==> src/design/rbmm_pkg.sv <==
// shared types and codes for the row by matrix multiply block
package rbmm_pkg;

  localparam logic CMD_LOAD   = 1'b0;
  localparam logic CMD_SAMPLE = 1'b1;

  localparam logic CFG_INNER_LENGTH   = 1'b0;
  localparam logic CFG_OUTPUT_COLUMNS = 1'b1;

  localparam int ROW_BITS = 6;
  localparam int COL_BITS = 4;

  typedef enum logic [2:0] {
    ST_IDLE,
    ST_MAC,
    ST_DRAIN,
    ST_EMIT_RD,
    ST_EMIT_LD
  } rbmm_state_t;

  typedef struct packed {
    logic                coef_wr;
    logic                sample_ld;
    logic                mac_issue;
    logic                acc_rd;
    logic                out_ld;
    logic                acc_clr;
    logic                last_col;
    logic [ROW_BITS-1:0] row;
    logic [COL_BITS-1:0] col;
  } rbmm_cmd_t;

  typedef struct packed {
    logic pipe_busy;
    logic out_free;
  } rbmm_stat_t;

endpackage

==> src/design/rbmm_ctrl.sv <==
// controller: configuration registers, element count and sequencing state machine
module rbmm_ctrl import rbmm_pkg::*; #(
  parameter int MAX_INNER   = 16,
  parameter int MAX_COLUMNS = 16
) (
  input  logic       clk,
  input  logic       rst_n,
  input  logic       cfg_we,
  input  logic       cfg_index,
  input  logic [4:0] cfg_wdata,
  input  logic       in_valid,
  input  logic       in_cmd,
  output logic       in_ready,
  input  rbmm_stat_t stat,
  output rbmm_cmd_t  cmd
);

  localparam int CNTW = $clog2(MAX_INNER + 1);

  rbmm_state_t         state_r, state_nxt;
  logic [4:0]          inner_length_r, output_columns_r;
  logic [CNTW-1:0]     count_r, count_nxt;
  logic [COL_BITS-1:0] col_r, col_nxt;
  logic [6:0]          eff_inner;
  logic [4:0]          eff_cols;
  logic [6:0]          cols_tmp;
  logic                last_col;
  logic                row_done;
  logic                in_xfer;

  always_comb begin
    eff_inner = 7'(inner_length_r);
    if (eff_inner == 7'd0) begin
      eff_inner = 7'd1;
    end
    if (eff_inner > 7'(MAX_INNER)) begin
      eff_inner = 7'(MAX_INNER);
    end
    cols_tmp = 7'(output_columns_r);
    if (cols_tmp == 7'd0) begin
      cols_tmp = 7'd1;
    end
    if (cols_tmp > 7'(MAX_COLUMNS)) begin
      cols_tmp = 7'(MAX_COLUMNS);
    end
    if (cols_tmp > 7'd16) begin
      cols_tmp = 7'd16;
    end
    eff_cols = 5'(cols_tmp);
  end

  assign last_col = (5'(col_r) + 5'd1) == eff_cols;
  assign row_done = (7'(count_r) + 7'd1) >= eff_inner;
  assign in_ready = (state_r == ST_IDLE);
  assign in_xfer  = in_valid && in_ready;

  always_ff @(posedge clk) begin
    if (!rst_n) begin
      inner_length_r   <= 5'd1;
      output_columns_r <= 5'd1;
    end else if (cfg_we) begin
      unique case (cfg_index)
        CFG_INNER_LENGTH:   inner_length_r   <= cfg_wdata;
        CFG_OUTPUT_COLUMNS: output_columns_r <= cfg_wdata;
        default: ;
      endcase
    end
  end

  // next state
  always_comb begin
    state_nxt = state_r;
    count_nxt = count_r;
    col_nxt   = col_r;
    unique case (state_r)
      ST_IDLE: begin
        if (in_xfer && in_cmd == CMD_SAMPLE) begin
          state_nxt = ST_MAC;
          col_nxt   = '0;
        end
      end
      ST_MAC: begin
        if (last_col) begin
          state_nxt = ST_DRAIN;
        end else begin
          col_nxt = col_r + 1'b1;
        end
      end
      ST_DRAIN: begin
        if (!stat.pipe_busy) begin
          if (row_done) begin
            state_nxt = ST_EMIT_RD;
            col_nxt   = '0;
          end else begin
            state_nxt = ST_IDLE;
            count_nxt = count_r + 1'b1;
          end
        end
      end
      ST_EMIT_RD: begin
        state_nxt = ST_EMIT_LD;
      end
      ST_EMIT_LD: begin
        if (stat.out_free) begin
          if (last_col) begin
            state_nxt = ST_IDLE;
            count_nxt = '0;
          end else begin
            state_nxt = ST_EMIT_RD;
            col_nxt   = col_r + 1'b1;
          end
        end
      end
      default: state_nxt = ST_IDLE;
    endcase
  end

  // command outputs
  always_comb begin
    cmd          = '0;
    cmd.row      = ROW_BITS'(count_r);
    cmd.col      = col_r;
    cmd.last_col = last_col;
    unique case (state_r)
      ST_IDLE: begin
        cmd.coef_wr   = in_xfer && in_cmd == CMD_LOAD;
        cmd.sample_ld = in_xfer && in_cmd == CMD_SAMPLE;
      end
      ST_MAC:     cmd.mac_issue = 1'b1;
      ST_DRAIN:   ;
      ST_EMIT_RD: cmd.acc_rd = 1'b1;
      ST_EMIT_LD: begin
        cmd.out_ld  = stat.out_free;
        cmd.acc_clr = stat.out_free && last_col;
      end
      default: ;
    endcase
  end

  always_ff @(posedge clk) begin
    if (!rst_n) begin
      state_r <= ST_IDLE;
      count_r <= '0;
      col_r   <= '0;
    end else begin
      state_r <= state_nxt;
      count_r <= count_nxt;
      col_r   <= col_nxt;
    end
  end

endmodule

==> config.mk <==
export PLATFORM = sky130hd
export DESIGN_NAME = rbmm_ctrl
export DESIGN_NICKNAME = d
export VERILOG_FILES = /design/src/design/rbmm_pkg.sv /design/src/design/rbmm_ctrl.sv
export SDC_FILE = /design/constraint.sdc
export NUM_CORES = 1
export LEC_CHECK = 0
export BUFFER_PORTS_ARGS = -buffer_cell sky130_fd_sc_hd__buf_2
export CELL_PAD_IN_SITES_DETAIL_PLACEMENT = 0
export CELL_PAD_IN_SITES_GLOBAL_PLACEMENT = 1
export CORE_MARGIN = 2
export CORE_UTILIZATION = 42
export CTS_BUF_LIST = sky130_fd_sc_hd__clkbuf_16
export CTS_CLUSTER_SIZE = 40
export DETAILED_ROUTE_END_ITERATION = 10
export PLACE_DENSITY = 0.9
export SYNTH_ARGS = -nofsm -noshare
export SYNTH_HDL_FRONTEND = slang
export SYNTH_SLANG_ARGS = --single-unit
==> constraint.sdc <==
create_clock -name clk -period 6.9 [get_ports clk]
set_input_delay 0.69 -clock clk [delete_from_list [all_inputs] [get_ports clk]]
set_output_delay 0.69 -clock clk [all_outputs]
set_load 0.1 [all_outputs]
After elaboration in Yosys (flattened, before gate mapping)
Cells that the tools add are included.
{"block": "op_classes", "n_eq_ne": 12, "addsub": 4, "muxes": 27, "n_bitwise": 2, "order_cmp": 4, "n_reduce_logical": 14}
{"cell": "$mux 5", "n": 9}
{"cell": "$gt 7x5->1 const B", "n": 3}
{"cell": "$mux 4", "n": 5}
{"cell": "$pmux 4 s4", "n": 1}
{"cell": "$pmux 3 s5", "n": 1}
{"cell": "$mux 3", "n": 4}
{"cell": "$ne 2x2->1 const B", "n": 6}
{"cell": "$logic_not 5->1", "n": 2}
{"cell": "$pmux 5 s2", "n": 1}
{"cell": "$reduce_and 5->1", "n": 2}
{"cell": "$mux 2", "n": 4}
{"cell": "$ge 6x7->1", "n": 1}
{"cell": "$add 5x1->6 const B", "n": 1}
{"cell": "$eq 3x2->1 const B", "n": 2}
{"cell": "$add 4x1->5 const B", "n": 1}
{"cell": "$add 5x1->5 const B", "n": 1}
{"cell": "$eq 5x5->1", "n": 1}
{"cell": "$add 4x1->4 const B", "n": 1}
{"cell": "$logic_and 1x1->1", "n": 4}
{"cell": "$reduce_and 2->1", "n": 2}
{"cell": "$reduce_and 4->1", "n": 1}
{"cell": "$reduce_bool 4->1", "n": 1}
{"cell": "$eq 3x1->1 const B", "n": 1}
{"cell": "$eq 3x3->1 const B", "n": 1}
{"cell": "other kinds (5)", "n": 7}
{"block": "word_totals", "register_bits": 22, "wordCells": 68, "output_inout_bits": 18, "input_bits": 13}

Logic depth before layout (Yosys ltp)
Gate-level depths: netlist of run 1.
{"block": "depth", "depth_word": 10, "depth_mapped": 10, "mapped_depth_nobuf": 10}

Worst setup path before layout of run 1
No wires, ideal clock.
{"block": "synth_path", "path_type": "register to output", "start": "register state_r[1]", "end": "output port cmd[16] (netlist name)", "arrival_time_ns": 3.609, "path_slack_ns": 2.601, "required_time_ns": 6.210, "path_stages_with_launch": 4, "path_cell_list": "dfxtp_1 clkbuf_1 nor3_1 and3b_1"}
{"item": "from (decl)", "line_no": "rbmm_ctrl.sv:20", "rtl": "rbmm_state_t state_r, state_nxt;"}
{"item": "from (signal assigned)", "line_no": "rbmm_ctrl.sv:146", "rtl": "state_r <= state_nxt;"}
{"item": "to (decl)", "line_no": "rbmm_ctrl.sv:15", "rtl": "output rbmm_cmd_t cmd"}

==> impl_metrics.ini, run 1 <==
[status]
outcome = finished, final reports clean

[floorplan]
io_pins = 31
core_area_um2 = 3280
rows = 21
start_util_pct = 43.0
fp.dieH_um = 62.0
die_x_um = 62.0
dieArea_um2 = 3840

[sta]
fin_tns_setup_ps = 0
finalClockSkew_ps = 4.33
rsz0062_at_grt = false
setup_viol = 0
worst_pin_slew_ps = 550
final_hold_viol_count = 0
period_share_pct = 48.3
drv_slew = 0
max_freq_ghz = 0.300
period_minus_slack_ps = 3330
maxSlewHeadroom_pct = 63.1

[clocking]
cts-root-buf = clkbuf_16
ctsResizeCount = 0
cts_setup_buffers = 0
clock-sinks = 22
cts_tree = done
clk_latency_ps = 260
cts_buffers = 3
htree_levels = 1
clock_path_buffers = 2
cts_hold_buffers = 0
path_clk_slew_ps = 60

[finish]
nets = 219
layout-drive-gt1-share_pct = 20.2
final_cell_mix = buf_2 (29), dfxtp_1 (22), nand2_1 (19)
layout_commonest_cell = buf_2
layout-area-overhead-vs-synth_pct = 19.0
diodes = 0

[critical_path]
worstPathArrival_ps = 2640
cp_max_fo = 13
start_kind = flip-flop
crit_required_ps = 6210
crit_type = reg -> out
critPathCaptureType = output pin

[yosys]
synthTopCellsByArea = dfxtp_1 (31%), ha_1 (6.2%), nand2_1 (5.0%), mux2i_1 (5.0%), nand3_1 (4.6%)
syn-cell-area_um2 = 1410
synth-seq-cells = 22
synth.largest_area_cell = dfxtp_1
synth-seq-area-share_pct = 31.2
synthFlopType = dfxtp_1
synth_fp_nets = 193
synth.avg_cell_area_um2 = 8.17
synth_top_area_share_pct = 31.2
synth_cell_types = 43
synth_edf_count = 0
syn_inst = 173
yosysWarnings = 0
async_reset_ff_share_pct = 0

[power_and_ir_drop]
power_density_nw_per_um2 = 234
peakVddDrop_v = 0.000131
leakage_uw = 0.000733
p_comb_share_pct = 22.8
clkPwrFrac_pct = 42.3
pwr-share-seq_pct = 34.9
finalPower_uw = 393
switching_power_uw = 124
intPower_uw = 269
netSwitchingFraction_pct = 31.4

[routing]
ant_nets = 0
routed_via_density = 5.43
drt-pass1-iter-count = 4
drt_first_iter_violations = 106
detail_route.wl_per_cell_um = 13.5
num_vias = 1326
drc = 0
wl_mm = 3.29

[job]
drv_cap = 0

[global_route]
grt_util_all_layers_pct = 19.5
antenna_found_initial = 0
grt_pass1_vias = 1168
grt_pass1_wl_mm = 5.51
grt_max_degree = 15
grt-ovfl-total = 0

[placed_design]
io_buffers = 29
gp_congestion = 0.901
dp_hpwl_mm = 2.47

[min_path]
hold_class = reg -> reg
## final timing paths
check / from / endpoint / slack, ps / cells after the start
min reg2reg: output_columns_r[0] / output_columns_r[0] / 470 / 2
max reg2reg: col_r[0] / col_r[2] / 4360 / 7
max: col_r[0] / cmd[11] / 3570 / 7
min: output_columns_r[0] / output_columns_r[0] / 470 / 2
## cells by family (layout without fill, tap and decap cells)
kind of cell,count (synthesis),in the layout,share of synthesized area [%]
xor gates and xnor gates,7,7,4.34
muxes,7,7,4.96
other,1,1,0.265
DFF,22,22,31.2
adders and majority gates,7,7,6.20
buffers and inverters,14,39,4.34
AOI/OAI and AO/OA,37,37,19.2
and+or+nand+nor,78,78,29.5
## sequential cells by signal, summed over array words and instances, names as in the netlist
| name | flops |
|---|---|
| output_columns_r | 5 |
| col_r | 4 |
| inner_length_r | 5 |
| count_r | 5 |
| state_r | 3 |
## Yosys cell counts, types with 2 or more instances
master / number
a21oi_1: 8
a31oi_1: 3
and2_1: 2
and3_1: 3
buf_4: 2
clkbuf_1: 5
dfxtp_1: 22
ha_1: 7
inv_1: 6
mux2i_1: 7
nand2_1: 19
nand2b_1: 5
nand2b_4: 2
nand3_1: 13
nand4b_1: 3
nor2_1: 16
nor2b_1: 4
nor3_1: 4
o211ai_1: 4
o21a_1: 3
o21ai_0: 6
o21ai_1: 2
or3_1: 2
xnor2_1: 6
## power by group through the flow
stage               registers, µW  clock network, µW  logic (µW)
global placement              139                  0        87.9
floorplan                     142                  0        72.3
finish                        137                166        89.7
global route                  138                178        96.9
CTS                           137                170        89.8
detailed placement            140                  0        89.4
## stage by stage
step	hold WS (ps)	cells	setup slack, ps	util (%)	area, µm²
3_5_place_dp	468	240	3870	48.0	1580
2_1_floorplan	441	173	2600	-	1410
6_report	473	244	3570	51.2	1680
4_1_cts	479	244	3570	51.2	1680
3_3_place_gp	464	240	3980	48.0	1580
5_1_grt	517	244	3380	51.2	1680
## layer usage
| layer | GRT usage (%) | vias to the layer above | routed length, µm |
|---|---|---|---|
| met2 | 31.8 | 27 | 1550 |
| met3 | 3.93 | 5 | 139 |
| met5 | 0 | - | 0 |
| met4 | 7.90 | 0 | 56 |
| li1 | - | 669 | - |
| met1 | 25.1 | 625 | 1540 |
## worst max-delay path: stages, from the launching register on
cell	delay, ps
dfxtp_1	420
ha_1	300
nand4b_1	180
o21ai_0	110
o2bb2ai_1	150
nand4b_1	470
nor2_1	290
buf_2	460
## layout make-up
| class | count | area, µm² |
|---|---|---|
| fillers | 321 | 1600 |
| multi-input cells | 137 | 911 |
| flip-flops and latches | 22 | 440 |
| repair buffers | 29 | 145 |
| clock buffers | 3 | 75.1 |
| well taps | 46 | 57.6 |
| clock inverters | 1 | 30.0 |
| inverters | 6 | 22.5 |
No activity file was read; power rests on OpenSTA's default activity.
==> run 2: changes to the inputs <==
Settings changed: CORE_UTILIZATION 42 to 39, PLACE_DENSITY 0.9 to 0.85.
Clock period 6.9 ns to 3.4 ns, I/O delays scaled along.
==> impl_metrics.ini, run 2 (synthesized netlist as in run 1, its figures left out) <==
[critical_path]
start_kind = flip-flop
r2r_start = count_r[0]
cpMostUsedCell = nand4b_1
critPathLaunch = col_r[0]
critPathCaptureType = output pin
cp_max_fo = 13
worstPathCellList = ha_1 > nand4b_1 > o21ai_0 > o2bb2ai_1 > nand4b_1 > buf_4 > nor2_2 > buf_2
crit_type = reg -> out
crit_required_ps = 3060
critPathMaxStageDelay_ps = 440
cp_slowest_cell = dfxtp_1
worstPathArrival_ps = 2280

[job]
drv_cap = 0

[sta]
maxSlewHeadroom_pct = 64.3
period_minus_slack_ps = 2620
setup_viol = 0
finalClockSkew_ps = 2.11
drv_slew = 0
worst_pin_slew_ps = 534
final_hold_viol_count = 0
rsz0062_at_grt = false
max_freq_ghz = 0.382
fin_tns_setup_ps = 0
period_share_pct = 76.9

[global_route]
grt-ovfl-total = 0
grt_pass1_vias = 1194
grt_util_all_layers_pct = 15.9
antenna_found_initial = 0
grt_pass1_wl_mm = 5.30
grt_max_degree = 15

[floorplan]
rows = 21
die_x_um = 64.2
io_pins = 31
dieArea_um2 = 4120
start_util_pct = 41.4
core_area_um2 = 3420
fp.dieH_um = 64.2

[finish]
multi_input_area_um2 = 918
nets = 220
layout-drive-gt1-share_pct = 21.6
layout-area-overhead-vs-synth_pct = 20.1
final_cell_mix = buf_2 (29), dfxtp_1 (22), nand2_1 (19)
diodes = 0
layout_commonest_cell = buf_2
top_regs = count_r x5, inner_length_r x5, output_columns_r x5
final_area_um2 = 1700
regArea_um2 = 440
fillers = 337

[placed_design]
io_buffers = 29
dpl_cell_area_um2 = 1590
dp_hpwl_mm = 2.40
gp_congestion = 0.850

[clocking]
cts_tree = done
cts_setup_buffers = 0
cts-root-buf = clkbuf_16
cts_hold_buffers = 0
clock_path_buffers = 2
cts_buffers = 3
clock-sinks = 22
htree_levels = 1
clk_latency_ps = 250
path_clk_slew_ps = 60
ctsResizeCount = 0

[routing]
drc = 0
drt-pass1-iter-count = 4
detail_route.wl_per_cell_um = 13.0
drt_first_iter_violations = 106
ant_nets = 0
num_vias = 1324
routed_via_density = 5.40
wl_mm = 3.19

[power_and_ir_drop]
power_density_nw_per_um2 = 468
peakVddDrop_v = 0.000245
finalPower_uw = 795
leakage_uw = 0.000739

[min_path]
worstHoldStart = cfg_wdata[0]
hold_class = in -> reg

[status]
outcome = finished, final reports clean
## run 2: cell count changes in the layout (fill, tap and decap cells not counted), sizes merged
cell / previous run / this run
buf: 29 / 30
## run 2: per-stage QoR
stage	utilization (%)	std cells	hold WS, ps	setup slack (ps)
after floorplan	-	173	441	79.2
after global placement	46.6	241	464	1090
after detailed placement	46.6	241	467	976
after CTS	49.7	245	318	765
after global routing	49.7	245	312	641
final	49.7	245	319	784
## run 2: area by class of cell
type                            count  area share (%)
Clock buffer                        3            4.42
Clock inverter                      1            1.77
Inverter                            6            1.33
Multi-Input combinational cell    137            54.1
Sequential cell                    22            26.0
Tap cell                           46            3.39
Timing Repair Buffer               30            9.00
## run 2: layer usage
layer	GRT usage (%)	up-vias	share of wire, %
met5	0	-	0
met4	3.99	0	0.91
met3	3.17	4	3.6
met2	27.6	27	48
met1	20.2	616	47
li1	-	677	-
## run 2: final timing paths
kind | end | slack [ps] | cells after the start
min | inner_length_r[0] | 320 | 3
max reg2reg | count_r[3] | 950 | 9
max | cmd[11] | 780 | 8
min reg2reg | output_columns_r[0] | 480 | 2
## run 2: where the power goes
group	leakage [µW]	switching, µW	internal, µW	total, µW
clock network	0.0000511	95.7	234	329
logic	0.000509	137	49.9	187
registers	0.000179	11.7	267	279
total	0.000739	244	550	795
## run 2: worst max-delay path: cells and delay by family (launching register included)
family | cells | cell delay, ps
buf+inv | 2 | 630
flops | 1 | 440
simple gates | 3 | 410
fa+ha+maj | 1 | 310
compound gates | 2 | 220
==> run 3: changes to the inputs <==
Settings changed: ABC_AREA from default to 1, CORE_UTILIZATION 39 to 33, PLACE_DENSITY 0.85 to 0.81.
Clock period 3.4 ns to 2.18 ns, I/O delays scaled along.
==> impl_metrics.ini, run 3 <==
[clocking]
path_clk_slew_ps = 60
clock_path_buffers = 2
cts_tree = done
clock-sinks = 22
clk_latency_ps = 250
htree_levels = 1
cts_hold_buffers = 0
cts_buffers = 3
cts-root-buf = clkbuf_16

[yosys]
synth_top_area_share_pct = 30.1
synth-xor-area-share_pct = 1.20
syn_inst = 230
synthAdderAreaFrac_pct = 5.98
synth_compound_area_share_pct = 12.9
synth_cell_types = 25
yosysMostFrequentCell = nand2_1
yosysWarnings = 0
synth_mux_area_share_pct = 0
syn-cell-area_um2 = 1460
synthFlopType = dfxtp_1
synth.cells.most_frequent = nand2_1 (53), inv_1 (37), nor2_1 (30), dfxtp_1 (22), a21oi_1 (20)
synth_top_family_by_area = simple AND/OR/NAND/NOR gates
synth_edf_count = 0
async_reset_ff_share_pct = 0
synth-seq-area-share_pct = 30.1
synth.largest_area_cell = dfxtp_1
synth.avg_cell_area_um2 = 6.36
synth-simple-area-share_pct = 37.7
synthTopCellsByArea = dfxtp_1 (30%), nand2_1 (14%), inv_1 (9.5%), nor2_1 (7.7%), a21oi_1 (6.8%)
synth_fp_nets = 250
synth-seq-cells = 22

[job]
drv_cap = 0

[sta]
drv_slew = 0
period_minus_slack_ps = 2060
hold_ws_ps = 208
finalClockSkew_ps = 1.19
fin_ws_ps = 122
fin_tns_setup_ps = 0
final_hold_viol_count = 0
period_share_pct = 94.4
rsz0062_at_grt = true
max_freq_ghz = 0.486
setup_viol = 0

[placed_design]
dp_hpwl_mm = 2.43
dp.cells = 307
gp_congestion = 0.775
place_ws_ps = 104
io_buffers = 29

[floorplan]
start_util_pct = 33.9
core_area_um2 = 4320
io_pins = 31
die_x_um = 70.6
dieArea_um2 = 4990
fp.dieH_um = 70.6
rows = 24

[status]
outcome = finished, final reports clean

[min_path]
hold_class = in -> reg
worstHoldStart = cfg_wdata[0]
min_path_cells = 3
min_to = inner_length_r[0]

[critical_path]
start_kind = flip-flop
r2r_cells = 13
cp_slowest_cell = dfxtp_4
worstPathArrival_ps = 1840
critPathBufInv = 1
r2r_slack_ps = 120
r2r-end = col_r[3]
crit_required_ps = 1960
path_delay_family = simple AND/OR/NAND/NOR gates
crit_type = reg -> out
critPathCaptureType = output pin
r2r_start = count_r[0]
worstPathCellList = ha_1 > nand2_1 > o21ai_1 > nand3_1 > nor2_2 > nand3_4 > nor3_4 > buf_12
cp_max_fo = 8
critPathMaxStageDelay_ps = 390

[power_and_ir_drop]
leakage_uw = 0.000932
peakVddDrop_v = 0.000340
power_density_nw_per_um2 = 1170

[finish]
fin_cells = 311
top_regs = count_r x5, inner_length_r x5, output_columns_r x5
layout-drive-gt1-share_pct = 24.7
utilization_pct = 42.9
final_cell_mix = nand2_1 (53), inv_1 (37), nor2_1 (28)
layout_commonest_cell = nand2_1
layout-area-overhead-vs-synth_pct = 26.7
diodes = 0
nets = 280

[global_route]
grt_util_all_layers_pct = 13.4
grt_pass1_wl_mm = 5.51
grt_max_degree = 21
antenna_found_initial = 0
grt-ovfl-total = 0
grt_pass1_vias = 1234

[routing]
drc = 0
num_vias = 1429
drt-pass1-iter-count = 4
ant_nets = 0
detail_route.wl_per_cell_um = 9.98
drt_first_iter_violations = 46
wl_mm = 3.10
routed_via_density = 4.59
[run 3: cell types whose count changed in the layout (fill, tap and decap cells not counted), sizes merged, moves of 4 or more]
cell and change:
nand2 +38, inv +33, nor2 +19, a21oi +13, mux2i -7, nand2b -7
xnor2 -6, nor2b -5, nand3 +4, o21ai +4
[run 3: power by group]
| part | internal, µW | switching (µW) | total, µW |
|---|---|---|---|
| logic | 293 | 868 | 1160 |
| registers | 471 | 74.5 | 546 |
| clock network | 318 | 150 | 469 |
[run 3: timing repair]
item                       4_1_cts  5_1_grt
resized for setup                0        4
setup buffers                    0        0
setup endpoints to repair        0        9
[run 3: how the worst max path moves through the flow]
stage               slack (ps)        from        to  depth (start not counted)
floorplan                 -480  state_r[0]   cmd[15]                          5
global placement           120  count_r[0]  col_r[3]                         13
detailed placement         100  count_r[0]  col_r[3]                         13
CTS                         70    col_r[0]   cmd[11]                          8
global route               -20  count_r[0]  col_r[3]                         13
finish                     120    col_r[0]   cmd[11]                          8
[run 3: area by class of cell]
cell class                 instances  area (µm²)
tap                               52        65.1
multi-input combinational        165         903
inverter                          39         146
sequential                        22         464
fill                             454        2470
clock buffer                       4         100
timing repair buffer              29         175
[run 3: cells by family (layout without fill, tap and decap cells)]
kind of cell    Yosys count  count (layout)
simple gates            119             119
buf+inv                  43              72
xor+xnor                  2               2
fa+ha+maj                 7               7
flops                    22              22
compound gates           36              36
other cells               1               1
[run 3: metal layers]
| layer | share of wire (%) | routed length [µm] | vias up | GRT usage [%] |
|---|---|---|---|---|
| li1 | - | - | 787 | - |
| met1 | 52 | 1610 | 607 | 18.1 |
| met2 | 42 | 1310 | 30 | 21.5 |
| met3 | 4.3 | 133 | 5 | 2.99 |
| met4 | 1.5 | 46 | 0 | 4.40 |
| met5 | 0 | 0 | - | 0 |
[run 3: through the flow]
step	cell area, µm²	total power (µW)
4_1_cts	1840	2170
3_3_place_gp	1740	1700
6_report	1850	2180
3_5_place_dp	1740	1700
2_1_floorplan	1520	1510
5_1_grt	1850	2320
[run 3: tightest hold or removal path: cells and delay by family]
family / cells / cell delay [ps]
AO/OA/AOI/OAI: 1 / 60
buffers and inverters: 1 / 100
AND/OR/NAND/NOR: 1 / 50
